### config.mk
export PLATFORM = sky130hd
export DESIGN_NAME = sorted_record_table_unit_flat
export DESIGN_NICKNAME = d
export VERILOG_FILES = /design/src/rtl/core/srt_pkg.sv /design/src/rtl/core/srt_if.sv /design/src/rtl/core/sorted_record_table_unit.sv /design/src/rtl/core/srt_cell.sv /design/src/flat_wrapper.sv
export SDC_FILE = /design/constraint.sdc
export NUM_CORES = 2
export LEC_CHECK = 0
export BUFFER_PORTS_ARGS = -buffer_cell sky130_fd_sc_hd__buf_4
export CAP_MARGIN = 20
export CORE_ASPECT_RATIO = 1.2
export CORE_MARGIN = 5
export CORE_UTILIZATION = 50
export CTS_CLUSTER_SIZE = 8
export DETAILED_ROUTE_END_ITERATION = 6
export PLACE_DENSITY = 0.67
export SLEW_MARGIN = 0
export SYNTH_ARGS = -nofsm -noshare
export SYNTH_HDL_FRONTEND = slang
export SYNTH_SLANG_ARGS = --single-unit
### constraint.sdc
create_clock -name clk_i -period 6.7 [get_ports clk_i]
set_clock_uncertainty 0.1 [all_clocks]
set_input_delay 0 -clock clk_i [delete_from_list [all_inputs] [get_ports clk_i]]
set_output_delay 0 -clock clk_i [all_outputs]
set_load 0.01 [all_outputs]
### src/rtl/core/srt_pkg.sv
package srt_pkg;

  localparam int unsigned CAPACITY = 16;
  localparam int unsigned IDX_W    = (CAPACITY > 1) ? $clog2(CAPACITY) : 1;
  localparam int unsigned CNT_W    = $clog2(CAPACITY + 1);

  localparam int unsigned KEY_W    = 32;
  localparam int unsigned SCORE_W  = 16;
  localparam int unsigned STATUS_W = 3;
  localparam int unsigned OUTCNT_W = 5;

  typedef enum logic [0:0] {
    OP_INSERT = 1'b0,
    OP_DELETE = 1'b1
  } opcode_e;

  typedef enum logic [STATUS_W-1:0] {
    STS_INSERTED  = 3'd0,
    STS_DELETED   = 3'd1,
    STS_EMPTY     = 3'd2,
    STS_FULL      = 3'd3,
    STS_NOT_FOUND = 3'd4
  } status_e;

  typedef enum logic [1:0] {
    CM_HOLD,
    CM_INSERT,
    CM_DELETE,
    CM_ROTATE
  } cell_mode_e;

  typedef enum logic [0:0] {
    ST_IDLE,
    ST_STREAM
  } state_e;

  typedef struct packed {
    logic [KEY_W-1:0]   key;
    logic [SCORE_W-1:0] score;
  } rec_t;

  // Broadcast to every cell.
  typedef struct packed {
    cell_mode_e mode;
    rec_t       rec;
  } cell_cmd_t;

  // Where a cell sits relative to the fill count.
  typedef struct packed {
    logic occupied;
    logic at_fill;
    logic tail;
  } cell_pos_t;

endpackage

### src/rtl/core/srt_if.sv
interface srt_in_if;
  import srt_pkg::*;

  logic               valid;
  logic               ready;
  logic [0:0]         opcode;
  logic [KEY_W-1:0]   record_key;
  logic [SCORE_W-1:0] record_score;

  modport source (output valid, output opcode, output record_key, output record_score,
                  input ready);
  modport sink   (input valid, input opcode, input record_key, input record_score,
                  output ready);
endinterface

interface srt_out_if;
  import srt_pkg::*;

  logic                valid;
  logic                ready;
  logic [STATUS_W-1:0] status;
  logic [OUTCNT_W-1:0] entry_count;
  logic                entry_valid;
  logic [KEY_W-1:0]    entry_key;
  logic [SCORE_W-1:0]  entry_score;
  logic                last;

  modport source (output valid, output status, output entry_count, output entry_valid,
                  output entry_key, output entry_score, output last, input ready);
  modport sink   (input valid, input status, input entry_count, input entry_valid,
                  input entry_key, input entry_score, input last, output ready);
endinterface

### src/rtl/core/sorted_record_table_unit.sv
// Sorted record table: a chain of CAPACITY cells, one record each, kept in key order.
// An operation is applied in the cycle its word is accepted; the listing starts in the
// next cycle and gives one word per record then held (one word when empty), as the chain
// rotates one record to the head per output word; no operation is taken before the last
// word is accepted. Reset clears the fill count and control; record contents are kept.
module sorted_record_table_unit (
  input  logic      clk_i,
  input  logic      rst_ni,
  srt_in_if.sink    in_i,
  srt_out_if.source out_o
);
  import srt_pkg::*;

  state_e              state_q, state_d;
  logic [CNT_W-1:0]    cnt_q, cnt_d;
  status_e             status_q, status_d;
  logic [IDX_W-1:0]    pos_q, pos_d;

  cell_cmd_t           cmd;
  cell_pos_t           cpos [CAPACITY];
  rec_t                rec  [CAPACITY];
  logic [CAPACITY-1:0] ge;
  logic [CAPACITY-1:0] hit;
  logic                found;
  logic                last;

  for (genvar i = 0; i < CAPACITY; i++) begin : g_cell
    assign cpos[i].occupied = CNT_W'(i) < cnt_q;
    assign cpos[i].at_fill  = CNT_W'(i) == cnt_q;
    assign cpos[i].tail     = CNT_W'(i + 1) == cnt_q;

    srt_cell u_cell (
      .clk_i      (clk_i),
      .cmd_i      (cmd),
      .pos_i      (cpos[i]),
      .prev_ge_i  ((i == 0) ? 1'b0 : ge[(i == 0) ? 0 : i - 1]),
      .left_rec_i (rec[(i == 0) ? 0 : i - 1]),
      .right_rec_i(rec[(i == CAPACITY - 1) ? 0 : i + 1]),
      .head_rec_i (rec[0]),
      .rec_o      (rec[i]),
      .ge_o       (ge[i]),
      .hit_o      (hit[i])
    );
  end

  assign found = |hit;
  assign last  = (cnt_q == '0) || (CNT_W'(pos_q) == cnt_q - CNT_W'(1));

  assign out_o.status      = status_q;
  assign out_o.entry_count = OUTCNT_W'(cnt_q);
  assign out_o.entry_valid = cnt_q != '0;
  assign out_o.entry_key   = (cnt_q != '0) ? rec[0].key : '0;
  assign out_o.entry_score = (cnt_q != '0) ? rec[0].score : '0;
  assign out_o.last        = last;

  always_comb begin
    state_d       = state_q;
    cnt_d         = cnt_q;
    status_d      = status_q;
    pos_d         = pos_q;
    cmd.mode      = CM_HOLD;
    cmd.rec.key   = in_i.record_key;
    cmd.rec.score = in_i.record_score;
    in_i.ready    = 1'b0;
    out_o.valid   = 1'b0;

    unique case (state_q)
      ST_IDLE: begin
        in_i.ready = 1'b1;
        if (in_i.valid) begin
          state_d = ST_STREAM;
          pos_d   = '0;
          if (in_i.opcode == OP_INSERT) begin
            if (cnt_q == CNT_W'(CAPACITY)) begin
              status_d = STS_FULL;
            end else begin
              cmd.mode = CM_INSERT;
              cnt_d    = cnt_q + CNT_W'(1);
              status_d = STS_INSERTED;
            end
          end else if (cnt_q == '0) begin
            status_d = STS_EMPTY;
          end else if (found) begin
            cmd.mode = CM_DELETE;
            cnt_d    = cnt_q - CNT_W'(1);
            status_d = STS_DELETED;
          end else begin
            status_d = STS_NOT_FOUND;
          end
        end
      end
      ST_STREAM: begin
        out_o.valid = 1'b1;
        if (out_o.ready) begin
          // a full turn of the ring leaves the table in its original order
          if (cnt_q != '0) begin
            cmd.mode = CM_ROTATE;
          end
          if (last) begin
            state_d = ST_IDLE;
            pos_d   = '0;
          end else begin
            pos_d = pos_q + IDX_W'(1);
          end
        end
      end
      default: state_d = ST_IDLE;
    endcase
  end

  always_ff @(posedge clk_i or negedge rst_ni) begin
    if (!rst_ni) begin
      state_q  <= ST_IDLE;
      cnt_q    <= '0;
      status_q <= STS_INSERTED;
      pos_q    <= '0;
    end else begin
      state_q  <= state_d;
      cnt_q    <= cnt_d;
      status_q <= status_d;
      pos_q    <= pos_d;
    end
  end

  a_cnt_bound: assert property (@(posedge clk_i) disable iff (!rst_ni)
    cnt_q <= CNT_W'(CAPACITY))
    else $error("fill count above capacity");

  a_cnt_hold_stream: assert property (@(posedge clk_i) disable iff (!rst_ni)
    (state_q == ST_STREAM) |=> $stable(cnt_q))
    else $error("fill count changed during listing");

  a_insert_grows: assert property (@(posedge clk_i) disable iff (!rst_ni)
    (in_i.valid && in_i.ready && (in_i.opcode == OP_INSERT) && (cnt_q != CNT_W'(CAPACITY)))
      |=> (cnt_q == $past(cnt_q) + CNT_W'(1)))
    else $error("accepted insert did not add a record");

  a_last_ends: assert property (@(posedge clk_i) disable iff (!rst_ni)
    (out_o.valid && out_o.ready && out_o.last) |=> (state_q == ST_IDLE))
    else $error("listing continued after last word");

endmodule

### src/rtl/core/srt_cell.sv
module srt_cell (
  input  logic              clk_i,
  input  srt_pkg::cell_cmd_t cmd_i,
  input  srt_pkg::cell_pos_t pos_i,
  input  logic              prev_ge_i,
  input  srt_pkg::rec_t     left_rec_i,
  input  srt_pkg::rec_t     right_rec_i,
  input  srt_pkg::rec_t     head_rec_i,
  output srt_pkg::rec_t     rec_o,
  output logic              ge_o,
  output logic              hit_o
);
  import srt_pkg::*;

  rec_t rec_q, rec_d;

  assign ge_o  = pos_i.occupied && (rec_q.key >= cmd_i.rec.key);
  // Keys are sorted, so the first match is the one whose left neighbor is below the key.
  assign hit_o = pos_i.occupied && (rec_q.key == cmd_i.rec.key) && !prev_ge_i;
  assign rec_o = rec_q;

  always_comb begin
    rec_d = rec_q;
    unique case (cmd_i.mode)
      CM_HOLD: ;
      CM_INSERT: begin
        if (prev_ge_i) begin
          rec_d = left_rec_i;
        end else if (ge_o || pos_i.at_fill) begin
          rec_d = cmd_i.rec;
        end
      end
      CM_DELETE: begin
        // close the gap from the matching record onward
        if (ge_o && !pos_i.tail) begin
          rec_d = right_rec_i;
        end
      end
      CM_ROTATE: begin
        rec_d = pos_i.tail ? head_rec_i : right_rec_i;
      end
      default: ;
    endcase
  end

  always_ff @(posedge clk_i) begin
    rec_q <= rec_d;
  end

endmodule
### src/flat_wrapper.sv
// flat-port wrapper written by rule: the top's interface ports become plain ports
module sorted_record_table_unit_flat import srt_pkg::*;
  (clk_i, rst_ni, in_i_valid, in_i_opcode, in_i_record_key, in_i_record_score, in_i_ready, out_o_valid, out_o_status, out_o_entry_count, out_o_entry_valid, out_o_entry_key, out_o_entry_score, out_o_last, out_o_ready);
  srt_in_if in_i_i ();
  srt_out_if out_o_i ();
  input  logic clk_i;
  input  logic rst_ni;
  input wire logic [$bits(in_i_i.valid)-1:0] in_i_valid;
  input wire logic [$bits(in_i_i.opcode)-1:0] in_i_opcode;
  input wire logic [$bits(in_i_i.record_key)-1:0] in_i_record_key;
  input wire logic [$bits(in_i_i.record_score)-1:0] in_i_record_score;
  output wire logic [$bits(in_i_i.ready)-1:0] in_i_ready;
  output wire logic [$bits(out_o_i.valid)-1:0] out_o_valid;
  output wire logic [$bits(out_o_i.status)-1:0] out_o_status;
  output wire logic [$bits(out_o_i.entry_count)-1:0] out_o_entry_count;
  output wire logic [$bits(out_o_i.entry_valid)-1:0] out_o_entry_valid;
  output wire logic [$bits(out_o_i.entry_key)-1:0] out_o_entry_key;
  output wire logic [$bits(out_o_i.entry_score)-1:0] out_o_entry_score;
  output wire logic [$bits(out_o_i.last)-1:0] out_o_last;
  input wire logic [$bits(out_o_i.ready)-1:0] out_o_ready;
  assign in_i_i.valid = in_i_valid;
  assign in_i_i.opcode = in_i_opcode;
  assign in_i_i.record_key = in_i_record_key;
  assign in_i_i.record_score = in_i_record_score;
  assign in_i_ready = in_i_i.ready;
  assign out_o_valid = out_o_i.valid;
  assign out_o_status = out_o_i.status;
  assign out_o_entry_count = out_o_i.entry_count;
  assign out_o_entry_valid = out_o_i.entry_valid;
  assign out_o_entry_key = out_o_i.entry_key;
  assign out_o_entry_score = out_o_i.entry_score;
  assign out_o_last = out_o_i.last;
  assign out_o_i.ready = out_o_ready;
  sorted_record_table_unit u_core (.clk_i(clk_i), .rst_ni(rst_ni), .in_i(in_i_i), .out_o(out_o_i));
endmodule
==> Word-level counts from Yosys, hierarchy flattened <==
Cells that the tools add are included.
{ "word_totals": {"ff_bits": 781, "input_bits": 53, "out_inout_bits": 60, "wordCells": 387} }
{ "classes": {"n_lt_le_gt_ge": 32, "add_sub_neg": 3, "n_bitwise": 1, "n_reduce_logical": 134, "n_mux": 106, "eq_ne": 75} }
{ "op_table": {"columns": ["cell", "count"], "rows": [
  ["$mux W48", 62],
  ["$pmux W48 S3", 16],
  ["$eq A32 B32 Y1", 16],
  ["$ge A32 B32 Y1", 16],
  ["$logic_and A1 B1 Y1", 63],
  ["$ne A3 B3 Y1 const B", 15],
  ["$reduce_and A3 Y1", 15],
  ["$ne A2 B2 Y1 const B", 22],
  ["$eq A4 B5 Y1 const A", 8],
  ["$lt A4 B5 Y1 const A", 8],
  ["$mux W32", 1],
  ["$logic_not A1 Y1", 31],
  ["$eq A3 B5 Y1 const A", 4],
  ["$lt A3 B5 Y1 const A", 4],
  ["$mux W5", 4],
  ["$logic_or A1 B1 Y1", 17],
  ["$mux W16", 1],
  ["$reduce_or A16 Y1", 1],
  ["$mux W2", 7],
  ["$mux W4", 3],
  ["$eq A2 B5 Y1 const A", 2],
  ["$lt A1 B5 Y1 const A", 2],
  ["$lt A2 B5 Y1 const A", 2],
  ["$mux W3", 3],
  ["21 further kinds", 28]
]} }

==> Logic depth before layout (Yosys ltp) <==
{ "depth": {"word_depth": 13, "depth_mapped": 16, "ltp_nobuf": 11} }

==> Cells and area by module <==
From an unflattened synthesis, not the netlist that was laid out.
{ "hier_totals": {"hier_cells": 6496, "hier_area_um2": 61407.6} }
{ "modules_own_cells": {"columns": ["module", "area_each_um2", "cells_each", "seq_area_each_um2", "instances"], "rows": [
  ["srt_cell (u_core.g_cell[10].u_cell ...)", 3738.6, 394, 1441.4, 12],
  ["srt_cell (u_core.g_cell[7].u_cell ...)", 3724.8, 390, 1441.4, 2],
  ["srt_cell (u_core.g_cell[0].u_cell)", 3844.9, 398, 1441.4, 1],
  ["srt_cell (u_core.g_cell[9].u_cell)", 3728.6, 390, 1441.4, 1],
  ["sorted_record_table_unit", 1521.5, 200, 325.3, 1]
]} }

==> Worst setup path after synthesis <==
No wires, ideal clock.
{ "synth_timing": {"kind": "flip-flop to flip-flop", "from": "reg u_core.g_cell[9].u_cell.rec_q (netlist bit u_core.g_cell[9].u_cell.rec_o[46])", "to": "reg u_core.g_cell[10].u_cell.rec_q (netlist bit u_core.g_cell[10].u_cell.rec_o[0]) (enable)", "synth_period_minus_slack_ns": 7.194, "setup_slack_ns": -0.494, "setup_time_ns": 0.526, "required_time_ns": 6.074, "arrival_ns": 6.568, "stages_incl_launch_ff": 13, "cell_sequence": "edfxtp_1 > ha_1 > and4_1 > nand2b_1 > or4_1 > or4b_1 > a211oi_2 > a2111oi_4 > nand4b_1 > buf_2 > nand2_1 > clkbuf_1 > o31ai_1"} }
{ "synth_via": {"elab_chain_cells": 13, "elab_cells_between_ends": 20} }
{ "synth_lines": {"columns": ["item", "line_no", "source"], "rows": [
  ["start, declared", "srt_cell.sv:15", "rec_t rec_q, rec_d;"],
  ["start signal, assigned", "srt_cell.sv:47", "rec_q <= rec_d;"],
  ["$ge A32 B32 Y1", "srt_cell.sv:17", "assign ge_o = pos_i.occupied && (rec_q.key >= cmd_i.rec.key);"],
  ["$logic_and A1 B1 Y1", "srt_cell.sv:17", null],
  ["$logic_not A1 Y1", "srt_cell.sv:19", "assign hit_o = pos_i.occupied && (rec_q.key == cmd_i.rec.key) && !prev_ge_i;"],
  ["$logic_and A1 B1 Y1", "srt_cell.sv:19", null],
  ["$reduce_or A16 Y1", "sorted_record_table_unit.sv:46", "assign found = |hit;"],
  ["$mux W2", "sorted_record_table_unit.sv:83", "end else if (found) begin"],
  ["$mux W2", "sorted_record_table_unit.sv:81", "end else if (cnt_q == '0) begin"],
  ["$mux W2", "sorted_record_table_unit.sv:73", "if (in_i.opcode == OP_INSERT) begin"],
  ["$mux W2", "sorted_record_table_unit.sv:70", "if (in_i.valid) begin"],
  ["$pmux W2 S2", "sorted_record_table_unit.sv:67", "unique case (state_q)"],
  ["$eq A2 B1 Y1 or $eq A2 B2 Y1 (tied branches)", "srt_cell.sv:24", "unique case (cmd_i.mode)"],
  ["$ne A3 B3 Y1 (no line) (tied with other cells)", null, null],
  ["$reduce_and A3 Y1 (no line) (*)", null, null],
  ["end signal, assigned", "srt_cell.sv:47", null],
  ["end, declared", "srt_cell.sv:15", null]
]} }
Every way passes the cells marked *; elsewhere a longest branch is shown, timed or not.
A chain may end at the register's enable or synchronous reset.

==> impl_metrics.yaml <==
worst_setup_path:
  reg2reg_depth: 14
  cp_cell_sequence: "dlygate4sd3_1 -> buf_4 -> inv_1 -> buf_4 -> ha_1 -> nand4_1 -> nor4_1 -> nand2_1 -> or3_1 -> a221oi_1 -> a2111oi_1 -> buf_4 -> nand4b_1 -> buf_4 -> buf_4 -> buf_4 -> a31oi_1 -> o21ai_0"
  critPathKind: "in2reg"
  required_ns: 7.18
  critPathSlowestCell: "nor4_1"
  cp_common_cell: "buf_4"
  cp-end-kind: "flop"
  crit_fanout: 74
  worst_ep_arrival_time_ns: 6.83
  cp_slowest_stage_delay_ns: 1.10
  startpoint_type: "input port"
routing:
  drt_iter0_drc: 9599
  wl_met2_mm: 115
  met1Wirelength_mm: 102
  drt_first_pass_iters: 7
  avgRoutedWirePerCell_um: 35.6
  drt-total-wl_mm: 275
  num_vias: 59600
  antenna_left: 0
  drc_errors: 3
  wl_met3_mm: 35.0
  top_layer_used: "met5"
  drt-vias-per-instance: 7.73
timing:
  finalSetupViolCount: 0
  maxSlewViolCount: 0
  worst_pin_slew_ns: 1.36
  final-hold-violation-count: 0
  rsz0062_at_grt: "no"
  max_freq_ghz: 0.157
  period_minus_slack_ns: 6.35
  timing.slew.headroom_pct: 9.44
  fin_crit_sh_pct: 94.8
floorplan:
  dieHeight_um: 395
  fp-row-count: 141
  start_util_pct: 50.2
  die-area_sq_um: 131000
  die_w_um: 331
  coreArea_sq_um: 123000
  ioPinCount: 113
placed_design:
  portBuffers: 112
  dpl.cell_count: 7500
  place_congestion: 1.06
  dp_hpwl_mm: 173
clocking:
  cts_buffers: 108
  clkSlewWorstSetupHoldPaths_ns: 0.06
  cts_max_level: 3
  cts_setup_buffers: 0
  insertion_delay_ns: 0.75
  cts_tree: "yes"
  cts_root_buf: "clkbuf_16"
  clock_path_buffers: 3
  clkSinkCount: 781
  cts_resized: 0
cells_and_area:
  nNetsFinal: 6594
  regArea_sq_um: 23400
  fill_cells: 10900
  stdcell_count: 7705
  final_common_cell: "edfxtp_1"
  layout_common_cells: "edfxtp_1 (768), o21ai_0 (699), a31oi_1 (630)"
  multi_input_area_sq_um: 36000
  drive_above_1_share_pct: 9.99
  area_growth_pct: 9.43
  final_util_pct: 54.9
logic_synthesis:
  synth_area_sq_um: 61700
  yosysUniqueCellTypes: 76
  synth-edff-count: 768
  yosysWarnings: 0
  async_flop_share_pct: 1.66
  synth_nets: 6836
  ys.flop_type: "edfxtp_1"
  syn_avg_cell_area_sq_um: 9.85
  ys_seq_area_share_pct: 37.9
  syn_inst: 6265
  synth-seq-cells: 781
grt:
  grt_util_all_layers_pct: 40.1
  grt_first_pass_wirelength_mm: 393
  grt_pass1_vias: 56300
  antenna_found_initial: 6
  grt_overflow: 0
  grt_max_degree: 216
min_path:
  min_path_type: "in2reg"
  hold_depth: 4
power:
  fin_total_pwr_mw: 19.4
  p_switching_mw: 7.32
  swShare_pct: 37.8
  p_int_mw: 12.1
  power_density_nw_per_um2: 287
  max-vdd-ir-drop_mv: 0.231
  combPwrFrac_pct: 33.1
  power_frac_seq_pct: 40.0
  p_clk_share_pct: 26.9
  leakagePower_nw: 26.5
run_status:
  violations: "DRC"
  outcome: "finished with violations"
job:
  cap_violations: 0
## path summary, 6_finish.rpt
path	from	endpoint	slack [ns]
worst max-delay path	in_i_record_key[15]	u_core.g_cell[7].u_cell.rec_o[12]$_DFFE_PP_	0.35
worst min-delay path	in_i_opcode	u_core.out_o.entry_count[1]$_DFFE_PN0P_	0.12
worst max register to register	u_core.g_cell[2].u_cell.rec_o[29]$_DFFE_PP_	u_core.g_cell[7].u_cell.rec_o[12]$_DFFE_PP_	0.49
worst min register to register	u_core.out_o.status[1]$_DFFE_PN0P_	u_core.out_o.status[1]$_DFFE_PN0P_	0.44
max in group asynchronous	rst_ni	u_core.out_o.status[2]$_DFFE_PN0P_	5.69
min in group asynchronous	rst_ni	u_core.out_o.entry_count[2]$_DFFE_PN0P_	0.32
## critical path: cells and delay by family
kind,cells,cell delay (ns)
adders and majority gates,1,0.31
AOI/OAI and AO/OA,4,0.78
and+or+nand+nor,5,2.25
buffers and inverters,8,3.36
## power groups by stage
| stage | sequential, mW | clock [mW] | combinational, mW |
|---|---|---|---|
| finish | 7.75 | 5.20 | 6.42 |
| CTS | 7.67 | 5.20 | 6.18 |
| global placement | 7.73 | 0 | 5.98 |
| global route | 7.78 | 5.39 | 6.75 |
| detailed placement | 7.75 | 0 | 6.13 |
| floorplan | 7.22 | 0 | 4.22 |
## final cells by class
class | count | share of cell area, %
Multi-Input combinational cell | 4733 | 53.2
Sequential cell | 781 | 34.6
Timing Repair Buffer | 325 | 4.35
Clock buffer | 136 | 4.22
Tap cell | 1644 | 3.04
Inverter | 74 | 0.411
Clock inverter | 8 | 0.102
Antenna cell | 4 | 0.0148
## logic make-up after synthesis
logic type,Yosys count,synth area share [%]
compound gates,2585,27.2
simple gates,926,7.37
flops,781,37.9
buf+inv,751,4.75
mux,697,12.2
fa+ha+maj,518,10.5
xor+xnor,7,0.0993
## cell usage after synthesis, drive strengths merged, types with 5 or more instances
cell type | n | area, sq um
a2111o | 7 | 78.8
a2111oi | 6 | 72.6
a211o | 49 | 429
a211oi | 10 | 80.1
a21boi | 6 | 45.0
a21o | 35 | 263
a21oi | 390 | 1950
a221oi | 24 | 210
a22o | 575 | 5040
a22oi | 7 | 52.6
a2bb2oi | 5 | 43.8
a31oi | 630 | 3940
and2 | 59 | 369
and3 | 10 | 62.6
and4 | 23 | 201
buf | 109 | 521
clkbuf | 568 | 2130
dfrtp | 13 | 325
edfxtp | 768 | 23100
ha | 518 | 6480
inv | 73 | 274
mux2 | 145 | 2000
mux2i | 552 | 5530
nand2 | 298 | 1120
nand2b | 18 | 113
nand3 | 167 | 836
nand4 | 111 | 694
nor2 | 138 | 518
nor2b | 22 | 138
nor3 | 33 | 170
nor4 | 17 | 106
o211ai | 21 | 163
o21a | 8 | 60.1
o21ai | 713 | 3570
o31ai | 57 | 428
or2 | 5 | 31.3
or3 | 5 | 31.3
or4 | 6 | 45.0
## repair_timing
| action | CTS | global route |
|---|---|---|
| endpoints found under the hold margin | 731 | 0 |
| hold buffers | 55 | 0 |
| setup endpoints to repair | 0 | 0 |
## registers in the layout (all words and copies together), names as in the netlist
register                    flops
u_core.state_q                  1
u_core.pos_q                    4
u_core.g_cell.u_cell.rec_o    768
u_core.out_o.entry_count        5
u_core.out_o.status             3
## per-layer routing
layer / GRT usage, % / vias to the layer above
met4: 26.6 / 4
met1: 53.5 / 29000
met5: 0 / -
li1: - / 24400
met2: 58.0 / 5049
met3: 9.28 / 1171
## through the flow
stage / TNS [ns] / hold WS, ns / worst slack, ns / area, sq um
6_report: 0 / 0.115 / 0.345 / 67600
5_1_grt: 0 / 0.122 / 0.188 / 67500
4_1_cts: 0 / 0.0525 / 0.553 / 67500
3_5_place_dp: 0 / -0.228 / 0.399 / 64000
3_3_place_gp: 0 / -0.228 / 0.404 / 64000
2_1_floorplan: -198.00 / -0.396 / -0.494 / 61700
Power figures use the tool's default switching activity.
